<file path="src/design/raot_pkg.sv">
package raot_pkg;

   // Field widths
   localparam int STATE_W   = 16;
   localparam int LEN_W     = 17;
   localparam int LCM_W     = 64;
   localparam int ADDR_W    = 16;
   localparam int MAP_DEPTH = 65536;
   localparam int SHIFT_W   = 5;
   localparam int DIV_CNT_W = 5;
   localparam int MUL_CNT_W = 2;
   localparam int PROD_W    = LCM_W + LEN_W;

   localparam logic [LEN_W-1:0]  CNT_MAX = 17'h1FFFF;
   localparam logic [LCM_W-1:0]  LCM_ONE = 64'd1;

   // Opcodes
   localparam logic OP_TRACE = 1'b0;
   localparam logic OP_QUERY = 1'b1;

   // Request and response words
   typedef struct packed {
      logic              opcode;
      logic [STATE_W-1:0] start_state;
      logic [LEN_W-1:0]   query_length;
   } req_type;

   typedef struct packed {
      logic              was_visited;
      logic [LEN_W-1:0]   orbit_length;
      logic [LEN_W-1:0]   orbits_found;
      logic [LEN_W-1:0]   longest_orbit;
      logic [LCM_W-1:0]   period_lcm;
      logic              lcm_saturated;
      logic [LEN_W-1:0]   bin_count;
   } rsp_type;

   // Tracer sequencer
   typedef enum logic [2:0] {
      T_CLEAR,
      T_IDLE,
      T_LOOKUP,
      T_WALK,
      T_HREAD,
      T_HWRITE,
      T_LCM,
      T_RESP
   } tracer_state_type;

   // LCM unit sequencer
   typedef enum logic [1:0] {
      L_IDLE,
      L_GCD,
      L_DIV,
      L_MUL
   } lcm_state_type;

   // Tracer to LCM unit
   typedef struct packed {
      logic             start;
      logic [LEN_W-1:0] len;
   } lcm_cmd_type;

   // LCM unit to tracer
   typedef struct packed {
      logic             busy;
      logic [LCM_W-1:0] value;
      logic             saturated;
   } lcm_sts_type;

endpackage

</file>
<file path="src/design/raot_lcm.sv">
module raot_lcm
   import raot_pkg::*;
(
   input  logic        clock,
   input  logic        reset,
   input  lcm_cmd_type cmd,
   output lcm_sts_type sts
);

   lcm_state_type         state_ff, state_in;
   logic [LCM_W-1:0]      lcm_ff, lcm_in;
   logic                  sat_ff, sat_in;
   logic [LCM_W-1:0]      u_ff, u_in;
   logic [LEN_W-1:0]      v_ff, v_in;
   logic [SHIFT_W-1:0]    k_ff, k_in;
   logic [LEN_W-1:0]      len_ff, len_in;
   logic [LEN_W-1:0]      dvs_ff, dvs_in;
   logic [LEN_W-1:0]      rem_ff, rem_in;
   logic [LEN_W-1:0]      quo_ff, quo_in;
   logic [DIV_CNT_W-1:0]  dcnt_ff, dcnt_in;
   logic [MUL_CNT_W-1:0]  mcnt_ff, mcnt_in;
   logic [PROD_W-1:0]     acc_ff, acc_in;

   logic [LCM_W-1:0]      v_wide;
   logic [LCM_W-1:0]      u_minus_v;
   logic [LEN_W-1:0]      v_minus_u;
   logic [LEN_W-1:0]      gcd_base;
   logic [LEN_W:0]        trial;
   logic [15:0]           lcm_slice;
   logic [LEN_W+16:0]     part;

   assign v_wide    = LCM_W'(v_ff);
   assign u_minus_v = u_ff - v_wide;
   assign v_minus_u = v_ff - u_ff[LEN_W-1:0];
   assign gcd_base  = (u_ff == '0) ? v_ff : u_ff[LEN_W-1:0];
   assign trial     = {rem_ff, quo_ff[LEN_W-1]};
   assign lcm_slice = lcm_ff[{mcnt_ff, 4'b0000} +: 16];
   assign part      = lcm_slice * quo_ff;

   always_ff @(posedge clock) begin
      if (reset) begin
         state_ff <= L_IDLE;
         lcm_ff   <= LCM_ONE;
         sat_ff   <= 1'b0;
      end else begin
         state_ff <= state_in;
         lcm_ff   <= lcm_in;
         sat_ff   <= sat_in;
      end
      u_ff    <= u_in;
      v_ff    <= v_in;
      k_ff    <= k_in;
      len_ff  <= len_in;
      dvs_ff  <= dvs_in;
      rem_ff  <= rem_in;
      quo_ff  <= quo_in;
      dcnt_ff <= dcnt_in;
      mcnt_ff <= mcnt_in;
      acc_ff  <= acc_in;
   end

   // Binary GCD, then restoring divide len/gcd, then 16-bit slice multiply
   always_comb begin
      state_in = state_ff;
      lcm_in   = lcm_ff;
      sat_in   = sat_ff;
      u_in     = u_ff;
      v_in     = v_ff;
      k_in     = k_ff;
      len_in   = len_ff;
      dvs_in   = dvs_ff;
      rem_in   = rem_ff;
      quo_in   = quo_ff;
      dcnt_in  = dcnt_ff;
      mcnt_in  = mcnt_ff;
      acc_in   = acc_ff;

      unique case (state_ff)
         L_IDLE: begin
            // saturated LCM stays put, zero length never folds
            if (cmd.start && !sat_ff && cmd.len != '0) begin
               u_in     = lcm_ff;
               v_in     = cmd.len;
               k_in     = '0;
               len_in   = cmd.len;
               state_in = L_GCD;
            end
         end
         L_GCD: begin
            priority if (u_ff == '0 || v_ff == '0) begin
               dvs_in   = gcd_base << k_ff;
               rem_in   = '0;
               quo_in   = len_ff;
               dcnt_in  = '0;
               state_in = L_DIV;
            end else if (!u_ff[0] && !v_ff[0]) begin
               u_in = u_ff >> 1;
               v_in = v_ff >> 1;
               k_in = k_ff + 1'b1;
            end else if (!u_ff[0]) begin
               u_in = u_ff >> 1;
            end else if (!v_ff[0]) begin
               v_in = v_ff >> 1;
            end else if (u_ff >= v_wide) begin
               u_in = u_minus_v >> 1;
            end else begin
               v_in = v_minus_u >> 1;
            end
         end
         L_DIV: begin
            // dividend shifts out of quo, quotient bits shift in
            if (trial >= {1'b0, dvs_ff}) begin
               rem_in = LEN_W'(trial - {1'b0, dvs_ff});
               quo_in = {quo_ff[LEN_W-2:0], 1'b1};
            end else begin
               rem_in = trial[LEN_W-1:0];
               quo_in = {quo_ff[LEN_W-2:0], 1'b0};
            end
            dcnt_in = dcnt_ff + 1'b1;
            if (dcnt_ff == DIV_CNT_W'(LEN_W - 1)) begin
               acc_in   = '0;
               mcnt_in  = '1;
               state_in = L_MUL;
            end
         end
         L_MUL: begin
            // most significant slice first
            acc_in  = {acc_ff[PROD_W-17:0], 16'h0000} + PROD_W'(part);
            mcnt_in = mcnt_ff - 1'b1;
            if (mcnt_ff == '0) begin
               if (acc_in[PROD_W-1:LCM_W] != '0) begin
                  lcm_in = '1;
                  sat_in = 1'b1;
               end else begin
                  lcm_in = acc_in[LCM_W-1:0];
               end
               state_in = L_IDLE;
            end
         end
         default: state_in = L_IDLE;
      endcase
   end

   assign sts.busy      = (state_ff != L_IDLE);
   assign sts.value     = lcm_ff;
   assign sts.saturated = sat_ff;

endmodule

</file>
<file path="config.mk">
export PLATFORM = sky130hd
export DESIGN_NAME = raot_lcm
export DESIGN_NICKNAME = d
export VERILOG_FILES = /design/src/design/raot_pkg.sv /design/src/design/raot_lcm.sv
export SDC_FILE = /design/constraint.sdc
export NUM_CORES = 1
export LEC_CHECK = 0
export BUFFER_PORTS_ARGS = -buffer_cell sky130_fd_sc_hd__buf_2
export CAP_MARGIN = 25
export CORE_ASPECT_RATIO = 2
export CORE_UTILIZATION = 60
export DETAILED_ROUTE_END_ITERATION = 10
export GPL_TIMING_DRIVEN = 0
export HOLD_SLACK_MARGIN = 0.15
export PLACE_DENSITY = 0.85
export SETUP_SLACK_MARGIN = 0.4
export SYNTH_ARGS = -nofsm -noshare
export SYNTH_HDL_FRONTEND = slang
export SYNTH_SLANG_ARGS = --single-unit
export TNS_END_PERCENT = 10
</file>
<file path="constraint.sdc">
create_clock -name clock -period 12.4 [get_ports clock]
set_clock_uncertainty 0.15 [all_clocks]
set_input_delay 1.86 -clock clock [delete_from_list [all_inputs] [get_ports clock]]
set_output_delay 1.86 -clock clock [all_outputs]
set_load 0.005 [all_outputs]
</file>
* Yosys cells after proc, flatten, opt, wreduce, memory -nomap -nowiden
Index checks and enable logic that the tools add are counted.
** Cells by class
- Reductions and logical operators :: 29
- $add $sub $neg :: 7
- Shift operators :: 2
- Magnitude comparators :: 2
- Multiplexer cells :: 36
- Multipliers :: 1
- Equal/unequal tests :: 14
** Operators with widths (number)
- two-way mux 64 bit :: 7
- two-way mux 17 bit :: 10
- case mux 65 bit (2 select lines) :: 1
- case mux 64 bit (2 select lines) :: 1
- case mux 17 bit (2 select lines) :: 3
- adder 81 x 33 -> 81 bit :: 1
- two-way mux 65 bit :: 1
- greater-or-equal comparator 64 x 17 -> 1 bit :: 1
- logical NOT 64 bit :: 1
- variable part select 64 x 7 -> 16 bit :: 1
- subtractor 64 x 17 -> 64 bit :: 1
- nonzero test 17 bit :: 2
- subtractor 17 bit :: 2
- multiplier 16 x 17 -> 33 bit :: 1
- two-way mux 5 bit :: 4
- case mux 5 bit (2 select lines) :: 2
- greater-or-equal comparator 18 x 17 -> 1 bit :: 1
- logical NOT 17 bit :: 1
- << shifter 17 x 5 -> 17 bit :: 1
- != test 2 bit, second input constant :: 6
- != test 4 bit, second input constant :: 3
- AND reduction 4 bit :: 3
- adder 5 x 1 -> 5 bit, second input constant :: 2
- AND reduction 2 bit :: 5
- 16 further kinds :: 30
** Word-level totals
- Output and inout bits :: 66
- Bits in registers :: 293
- Word-level logic and storage cells :: 106

* Logic depth before layout (Yosys ltp)
Gate-level depths: netlist of the first run.
- Depth in word-level cells :: 7
- Mapped depth :: 31
- Depth with buffers taken out :: 26

* Worst setup path after synthesis of the first run
Ideal clock, no wire load.
- Kind :: reg2reg
- Start point :: register mcnt_ff[0]
- End point :: register lcm_ff[20]
- Slack :: 3.620 ns
- Clock period less this slack :: 8.780 ns
- Cell stages (with the launch flop) :: 31
- Arrival time :: 8.499 ns
- Cells stage by stage :: edfxtp_1 > clkbuf_1 > buf_1 > mux4_2 > buf_1 > nand2_1 > fa_1 > inv_1 > fa_1 > inv_1 > fa_1 > inv_1 > fa_1 > fa_1 > inv_1 > fa_1 > inv_1 > ha_1 > and3_1 > nand2_1 > a2111o_1 > o211a_1 > a2111oi_1 > o21bai_1 > nor4_1 > xor2_1 > or4_1 > buf_4 > buf_6 > nor3_2 > nor3_1
** On the way
- Longest elaborated chain between the ends :: 5
** Ends and longest elaborated chain
- start: declaration :: line raot_lcm.sv:21 : logic [MUL_CNT_W-1:0] mcnt_ff, mcnt_in;
- start signal: assignment :: line raot_lcm.sv:58 : mcnt_ff <= mcnt_in;
- variable part select 64 x 7 -> 16 bit :: line raot_lcm.sv:37 : assign lcm_slice = lcm_ff[{mcnt_ff, 4'b0000} +: 16];
- multiplier 16 x 17 -> 33 bit :: line raot_lcm.sv:38 : assign part = lcm_slice * quo_ff;
- adder 81 x 33 -> 81 bit :: line raot_lcm.sv:128 : acc_in = {acc_ff[PROD_W-17:0], 16'h0000} + PROD_W'(part);
- nonzero test 17 bit :: line raot_lcm.sv:131 : if (acc_in[PROD_W-1:LCM_W] != '0) begin
- two-way mux 64 bit :: line raot_lcm.sv:131
- end signal: assignment :: line raot_lcm.sv:47 : lcm_ff <= lcm_in;
- end: declaration :: line raot_lcm.sv:11 : logic [LCM_W-1:0] lcm_ff, lcm_in;
Several ways; a longest one is shown, not always the timed one.
A chain may end at the register's enable or synchronous reset.

* Worst setup path after layout of the first run
- Start point :: register mcnt_ff[0]
- End point :: register lcm_ff[32]
The elaborated chain is that of the path after synthesis.

==> impl_summary.md, run 1 <==
Worst setup path
STA classifies the critical path endpoint as a register. The endpoint required time on the critical path is 12700 ps. Data on the critical path arrives at its endpoint at 11070 ps. In this design, the stage delay of the slowest critical-path cell is 760 ps. The top fanout value on the critical path is 10.

On the critical path, the stage with the largest delay is an instance of sky130_fd_sc_hd__fa_1. Among the stages of the critical path, the cell type that occurs most often is sky130_fd_sc_hd__fa_1. The setup path with the least slack is of type register to register. The launching element type of the critical path is a register.

STA
The post-layout minimum cycle time is 10770 ps. Setup violations remaining at the end of the flow were counted as 0. The final sum of negative setup slack is 0 ps. The number of max-slew violations in the final report is 0. The fraction of the cycle the final worst path needs is 0.869. The final critical-path setup slack is 1630 ps. The achievable frequency is 0.0928 GHz. At the pin with the least slew margin, the transition time is 1150 ps. The number of hold-slack violations in the final timing report is 0. Setup repair after global routing left no endpoint under its margin.

The worst-case headroom to the max-slew limit is 0.221.

Cells and area
The layout overhead on the synthesized area is 7.59%. The flip-flop and latch area is 8130 sq um. Of the cells placed in the final design, the portion with a size suffix greater than 1 is 0.0742.

Summing all multi-input logic gate instances after layout gives 18200 sq um. The number of nets in the layout is 3689. The layout filler cell count is 3901.

Clock network
In this run the number of H-tree levels came out at 1. The number of instances resized during post-cts repair is 0. The register clock-pin slew on the reported worst setup and hold paths is 80 ps.

The number of clock buffers added by TritonCTS is 24. The cell sitting at the root of the clock tree is a sky130_fd_sc_hd__clkbuf_16. Hold repair after CTS inserted 0 buffers. Clock tree synthesis found a total of 293 sinks. The buffer depth of the longest clock path is 3. The clock latency at the later pin of the worst-skew pair is 590 ps. The post-CTS setup buffer count is 0. The clock tree from TritonCTS is built.

Place
Port buffering added 84 buffers. The final weighted congestion in routability-driven placement is 1.03. After legalization and detailed placement, the total HPWL measured 78.5 mm. The pre-CTS setup slack is 1610 ps.

Power
The leakage power is 13.2 nW. The part of the total power dissipated in the clock network is 0.135. The fraction of power spent switching nets is 0.496. The worst ir drop on vdd is 0.242 mV. The internal power contribution is 3.05 mW. The register share of total power is 0.310. Dividing total power by cell area gives a power density of 198 nW/um^2.

The fraction of power consumed by combinational cells is 0.555. The switching power of the nets is 3.01 mW.

Floorplanning
The die footprint is 48400 sq um. In this run the standard cell core region covers 46800 sq um. For this design the top-level I/O count stands at 86. The die is 156 um wide. The die is 310 um tall. The site row count is 112. For this configuration, the core starts out at a cell density of 0.609.

Yosys
The fraction of post-synthesis cell area in the top cell type by area is 0.238. Synthesis instantiated 76 different standard cells from the library. The fraction of synthesis flops using an asynchronous set or reset pin is 0. The post-synthesis cell count is 3141.

The largest area contributor in the netlist is sky130_fd_sc_hd__edfxtp_1. Counting flops with a built-in enable in the synthesized netlist gives 226. By count the netlist is led by 404 x sky130_fd_sc_hd__inv_1, 292 x sky130_fd_sc_hd__nor2_1, 244 x sky130_fd_sc_hd__nand2_1. The dominant synthesized flop cell is sky130_fd_sc_hd__edfxtp_1. The number of storage elements in the synthesis netlist is 293.

The sequential cell area fraction in the yosys report is 0.285. The Yosys step of the flow raised 0 warnings. Synthesis produced a netlist with a net count of 3570.

The synthesized netlist occupies a cell area of 28500 sq um. The cell with the most instances after synthesis is sky130_fd_sc_hd__inv_1. Yosys attributes the largest share of cell area to sky130_fd_sc_hd__edfxtp_1 24%, sky130_fd_sc_hd__fa_1 16%, sky130_fd_sc_hd__ha_1 7.9%, sky130_fd_sc_hd__inv_1 5.3%, sky130_fd_sc_hd__and2_1 4.8%. The mean instance size in the synthesized netlist is 9.07 sq um.

Detailed routing
The count of nets left with antenna violations after detail routing is 0. The post-detailed-route DRC marker count is 0. Dividing the detail-routed via count by the number of cells gives 6.48. The wire length after detailed routing is 101 mm. The routed length per placed instance is 25.7 um.

Before antenna repair, the detailed router went through 6 iterations. Detailed routing inserted a total of 25400 vias. The number of DRC violations after detailed-routing iteration 0 is 2615.

GRT
The first global-routing pass estimated 149 mm of wire. The overall fraction of global-route tracks in use is 0.422. The number of global-route vias before repair came to 25800. After global routing the overflow that remains totals 0. Entering global routing, the biggest net connects 68 pins. The number of antenna violations at the first check in global routing is 10.

Min path
The worst hold path belongs to the class register to register.

Run status
The run finished with clean final reports.

Flow run
Across the run, the number of max-cap violations was 0.
critical path, delay by kind of cell (launching register included):
kind	cells	cell delay (ps)
AO/OA/AOI/OAI	4	1410
XOR/XNOR	1	190
adder cells (fa/ha/maj)	7	3830
buffers and inverters	8	2280
flip-flops	1	320
multiplexers	1	720
AND/OR/NAND/NOR	6	1690
routing by layer:
layer | part of all wire | vias up | GRT usage | wire length [um]
met4 | 0.12 | 14 | 0.414 | 11700
li1 | - | 11000 | - | -
met5 | 0.00099 | - | 0 | 100
met2 | 0.48 | 1630 | 0.718 | 48800
met3 | 0.089 | 663 | 0.0792 | 8910
met1 | 0.31 | 12100 | 0.428 | 31100
worst paths after layout:
| kind | end | slack [ps] | cells after the start | start |
|---|---|---|---|---|
| worst max register to register | lcm_ff[32] | 1630 | 27 | mcnt_ff[0] |
| worst max-delay path | lcm_ff[32] | 1630 | 27 | mcnt_ff[0] |
| worst min-delay path | quo_ff[15] | 380 | 1 | len_ff[15] |
| worst min register to register | quo_ff[15] | 380 | 1 | len_ff[15] |
power groups by stage:
| stage | Sequential (mW) | Combinational [mW] | Clock, mW |
|---|---|---|---|
| 5_1_grt | 1.88 | 3.60 | 0.850 |
| 4_1_cts | 1.85 | 3.26 | 0.814 |
| 6_report | 1.88 | 3.37 | 0.818 |
| 3_3_place_gp | 1.89 | 3.14 | 0 |
| 2_1_floorplan | 1.70 | 2.25 | 0 |
| 3_5_place_dp | 1.87 | 3.24 | 0 |
stage by stage:
step / power [mW] / std cells / instance area (sq um) / util / hold slack (ps)
floorplan: 3.95 / 3141 / 28500 / - / 310
global placement: 5.03 / 3852 / 29700 / 0.635 / 377
detailed placement: 5.10 / 3860 / 29800 / 0.637 / 384
CTS: 5.92 / 3903 / 30600 / 0.655 / 388
global route: 6.34 / 3907 / 30700 / 0.655 / 413
finish: 6.07 / 3910 / 30700 / 0.655 / 375
flip-flops by register name (all words and copies together), names as in the netlist:
register	flops
acc_ff	65
lcm_ff	64
u_ff	64
dvs_ff	17
len_ff	17
quo_ff	17
rem_ff	17
v_ff	17
dcnt_ff	5
k_ff	5
mcnt_ff	2
state_ff	2
sat_ff	1
area by class of cell:
class | instances | share of cell area
Sequential cell | 293 | 0.265
Buffer | 162 | 0.0215
Clock inverter | 11 | 0.00457
Timing Repair Buffer | 93 | 0.0175
Tap cell | 627 | 0.0256
Antenna cell | 6 | 0.000490
Multi-Input combinational cell | 2280 | 0.594
Clock buffer | 32 | 0.0219
Inverter | 406 | 0.0497
cells by family (layout without fill, tap and decap cells):
family | count (synthesis) | count (layout) | synth area share
flip-flops | 293 | 293 | 0.285
buffers and inverters | 568 | 704 | 0.0766
other | 0 | 6 | 0
AO/OA/AOI/OAI | 489 | 489 | 0.113
XOR/XNOR | 114 | 114 | 0.0350
multiplexers | 71 | 71 | 0.0341
AND/OR/NAND/NOR | 1197 | 1197 | 0.216
adder cells (fa/ha/maj) | 409 | 409 | 0.240
cells in the final DEF, fill, tap and decap left out, drive strengths merged, types with 66 or more instances in the layout:
cell,instances
dfxtp,67
ha,181
and2,219
a21oi,142
buf,117
xnor2,66
nor3,176
clkbuf,170
edfxtp,226
fa,228
nor2,292
inv,408
nand2,244
o21ai,94
Note: power is estimated with default switching activity, not from simulation.
==> inputs of run 2 (changes only) <==
--- a/config.mk
+++ b/config.mk
@@ -13,7 +13,9 @@
 export GPL_TIMING_DRIVEN = 0
 export HOLD_SLACK_MARGIN = 0.15
 export PLACE_DENSITY = 0.85
+export RECOVER_POWER = 25
 export SETUP_SLACK_MARGIN = 0.4
+export SKIP_CTS_REPAIR_TIMING = 1
 export SYNTH_ARGS = -nofsm -noshare
 export SYNTH_HDL_FRONTEND = slang
 export SYNTH_SLANG_ARGS = --single-unit
==> constraint.sdc (replaced) <==
create_clock -name clock -period 11.62 [get_ports clock]
set_clock_uncertainty 0.15 [all_clocks]
set_input_delay 1.743 -clock clock [delete_from_list [all_inputs] [get_ports clock]]
set_output_delay 1.743 -clock clock [all_outputs]
set_load 0.005 [all_outputs]
==> impl_summary.md, run 2 (synthesis gave the netlist of run 1 again) <==
STA
The final critical-path setup slack was 739 ps (-886 ps). The slew of the pin with the lowest slew margin came to 2810 ps (+1660 ps). The achievable frequency is 0.0919 GHz (-0.98%).

The worst hold slack after final layout is 374 ps (-0.891 ps). The number of hold-slack violations in the final timing report is 0 (unchanged). The fraction of the cycle the final worst path needs is 0.936 (+0.0675).

The final count of negative-setup-slack endpoints is 0 (unchanged). The final sum of negative setup slack came to 0 ps (unchanged). The number of max-slew violations in the final report is 68 (+68). Setup repair after global routing left no endpoint under its margin.

The post-layout minimum cycle time is 10880 ps (+106 ps). The worst-case headroom to the max-slew limit is -0.876 (-1.10).

Detailed routing
The post-detailed-route DRC marker count is 0 (unchanged). The total iterations of the first detailed-routing run is 6 (unchanged). The detailed-route via count was 25400 (+0.18%).

The routed length per placed instance was 25.6 um (-0.34%). The wire length after detailed routing is 100 mm (-0.29%). The number of DRC violations after detailed-routing iteration 0 is 2446 (-6.5%).

The vias per cell is 6.49 (+0.13%). The count of nets left with antenna violations after detail routing is 0 (unchanged).

Floorplanning
The die outline height came to 310 um (unchanged). The site row count is 112 (unchanged). The count of pins on the block boundary is 86 (unchanged). The core box area was 46800 sq um (unchanged).

The die footprint is 48400 sq um (unchanged). The die span in x is 156 um (unchanged). The initial standard-cell utilization of the core is 0.609 (unchanged).

GRT
The overall fraction of global-route tracks in use is 0.422 (unchanged). The total overflow reported by the global router is 0 (unchanged). The pin count of the biggest net entering global routing is 68 (unchanged).

The number of global-route vias before repair was 25800 (unchanged). The wire length of the first global-routing pass came to 149 mm (unchanged). The number of antenna violations at the first check in global routing is 9 (-1).

Power
The worst ir drop on vdd came to 0.259 mV (+7.1%). The total power after layout is 6.46 mW (+6.5%). The part of the total power dissipated in the clock network is 0.135 (about the same). The leakage power was 13.1 nW (-0.57%). The register share of total power came to 0.311 (about the same). The fraction of power consumed by combinational cells is 0.554 (about the same). The internal power contribution is 3.26 mW (+6.6%).

The switching power of the nets was 3.20 mW (+6.4%). The power density over the cells was 211 nW/um^2 (+6.6%). The fraction of power spent switching nets came to 0.496 (about the same).

Cells and area
The largest registers in the layout are acc_ff (65), lcm_ff (64), u_ff (64). The flip-flop count of the largest register after layout is 65 (unchanged). More flip-flops sit in one register than any other, and that register is acc_ff.

The top cell types in the final layout, fill and taps aside, are 404 x sky130_fd_sc_hd__inv_1, 292 x sky130_fd_sc_hd__nor2_1, 244 x sky130_fd_sc_hd__nand2_1, 228 x sky130_fd_sc_hd__fa_1, 226 x sky130_fd_sc_hd__edfxtp_1. The number of standard cells in the final layout excluding fillers is 3912 (+0.051%). The layout overhead on the synthesized area is 7.45%. The post-route core utilization came to 0.654 (-0.000855). The design area was 30600 sq um (-0.13%). Leaving out fill and tap cells, the most frequent cell in the layout is sky130_fd_sc_hd__inv_1.

The layout cell share with drive strength beyond 1 was 0.0668 (-0.00732). The number of nets in the layout is 3689 (unchanged).

Worst setup path
The flop-to-flop setup slack is 740 ps (-890 ps). The startpoint identified for the worst register-to-register timing path is mcnt_ff[0]. The endpoint of the worst-slack reg-to-reg timing path is lcm_ff[32]. The worst setup path is captured at a register. The top fanout value on the critical path came to 10 (unchanged). The number of cells traversed by the worst register-to-register path came to 27 (unchanged).

The critical path is of the register to register type. The endpoint required time on the critical path is 11910 ps (-790 ps). STA classifies the critical path startpoint as a register. The worst endpoint data arrival time is 11170 ps (+100 ps).

Place
The final weighted congestion in routability-driven placement came to 1.03 (unchanged). The number of buffers added on ports is 84 (unchanged). The cell area after placement is 29800 sq um (unchanged). The total half-perimeter wirelength after legalization and detailed placement came to 78.5 mm (unchanged). The number of placed cells counting well taps is 3860 (unchanged). The pre-CTS setup slack is 831 ps (-780 ps).

Min path
In this run the most critical hold path is launched from len_ff[1]. The worst hold path belongs to the class register to register. The hold path depth is 1 (unchanged). The worst hold path terminates at quo_ff[1].

Clock network
The number of sinks driven by the clock tree came to 293 (unchanged). The maximum level of the CTS H-tree was 1 (unchanged). The cell sitting at the root of the clock tree is a sky130_fd_sc_hd__clkbuf_16. The total CTS buffers is 24 (unchanged).

The register clock-pin slew on the reported worst setup and hold paths is 80 ps (about the same). The buffer depth of the longest clock path is 3 (unchanged). The clock latency at the later pin of the worst-skew pair came to 580 ps (about the same).

TritonCTS built the clock tree.

Flow run
The reported max-cap violation count came to 1 (+1).

Run status
The flow ran to the end, but the final reports show violations. The checks that failed: max-capacitance violations, max-slew violations.
==> run 2: per-layer routing <==
metal	GRT usage	vias up	routed length, um
met4	0.414	8	11900
li1	-	11000	-
met1	0.428	12100	30900
met3	0.0792	673	8820
met2	0.718	1684	48600
met5	0	-	57
==> run 2: how the worst max path moves through the flow <==
stage,depth (start not counted),end,start
2_1_floorplan,30,lcm_ff[20],mcnt_ff[0]
3_3_place_gp,29,lcm_ff[32],mcnt_ff[0]
3_5_place_dp,29,lcm_ff[58],mcnt_ff[0]
4_1_cts,29,lcm_ff[32],mcnt_ff[0]
5_1_grt,27,lcm_ff[32],mcnt_ff[0]
6_report,27,lcm_ff[32],mcnt_ff[0]
==> run 2: area by class of cell <==
class                      count  area (sq um)
clock buffer                  32           672
inverter                     406          1520
fill                        3909         16200
tap                          627           785
multi-input combinational   2280         18200
timing repair buffer          93           494
sequential                   293          8130
antenna                        8          20.0
clock inverter                11           140
buffer                       162           659
==> run 2: critical path, stage by stage (launching register included) <==
cell and delay (ps):
sky130_fd_sc_hd__edfxtp_1 320, sky130_fd_sc_hd__clkbuf_1 500, sky130_fd_sc_hd__clkbuf_1 620, sky130_fd_sc_hd__mux4_2 720
sky130_fd_sc_hd__clkbuf_1 530, sky130_fd_sc_hd__nand2_1 190, sky130_fd_sc_hd__fa_1 550, sky130_fd_sc_hd__inv_1 60
sky130_fd_sc_hd__fa_1 480, sky130_fd_sc_hd__fa_1 520, sky130_fd_sc_hd__fa_1 540, sky130_fd_sc_hd__fa_1 570
sky130_fd_sc_hd__inv_1 60, sky130_fd_sc_hd__fa_1 780, sky130_fd_sc_hd__inv_1 100, sky130_fd_sc_hd__ha_1 430
sky130_fd_sc_hd__nand2_1 110, sky130_fd_sc_hd__a2111o_1 300, sky130_fd_sc_hd__o211a_1 230, sky130_fd_sc_hd__a2111oi_1 530
sky130_fd_sc_hd__o21bai_1 370, sky130_fd_sc_hd__nor4_1 420, sky130_fd_sc_hd__xor2_1 190, sky130_fd_sc_hd__or4_1 690
sky130_fd_sc_hd__buf_4 270, sky130_fd_sc_hd__buf_6 170, sky130_fd_sc_hd__nor3_2 200, sky130_fd_sc_hd__nor3_1 100
==> run 2: power groups by stage <==
stage               Clock [mW]  Sequential [mW]  Combinational [mW]
finish                   0.873             2.01                3.58
floorplan                    0             1.81                2.40
global placement             0             2.02                3.35
global route             0.907             2.01                3.84
CTS                      0.868             1.97                3.48
detailed placement           0             1.99                3.46
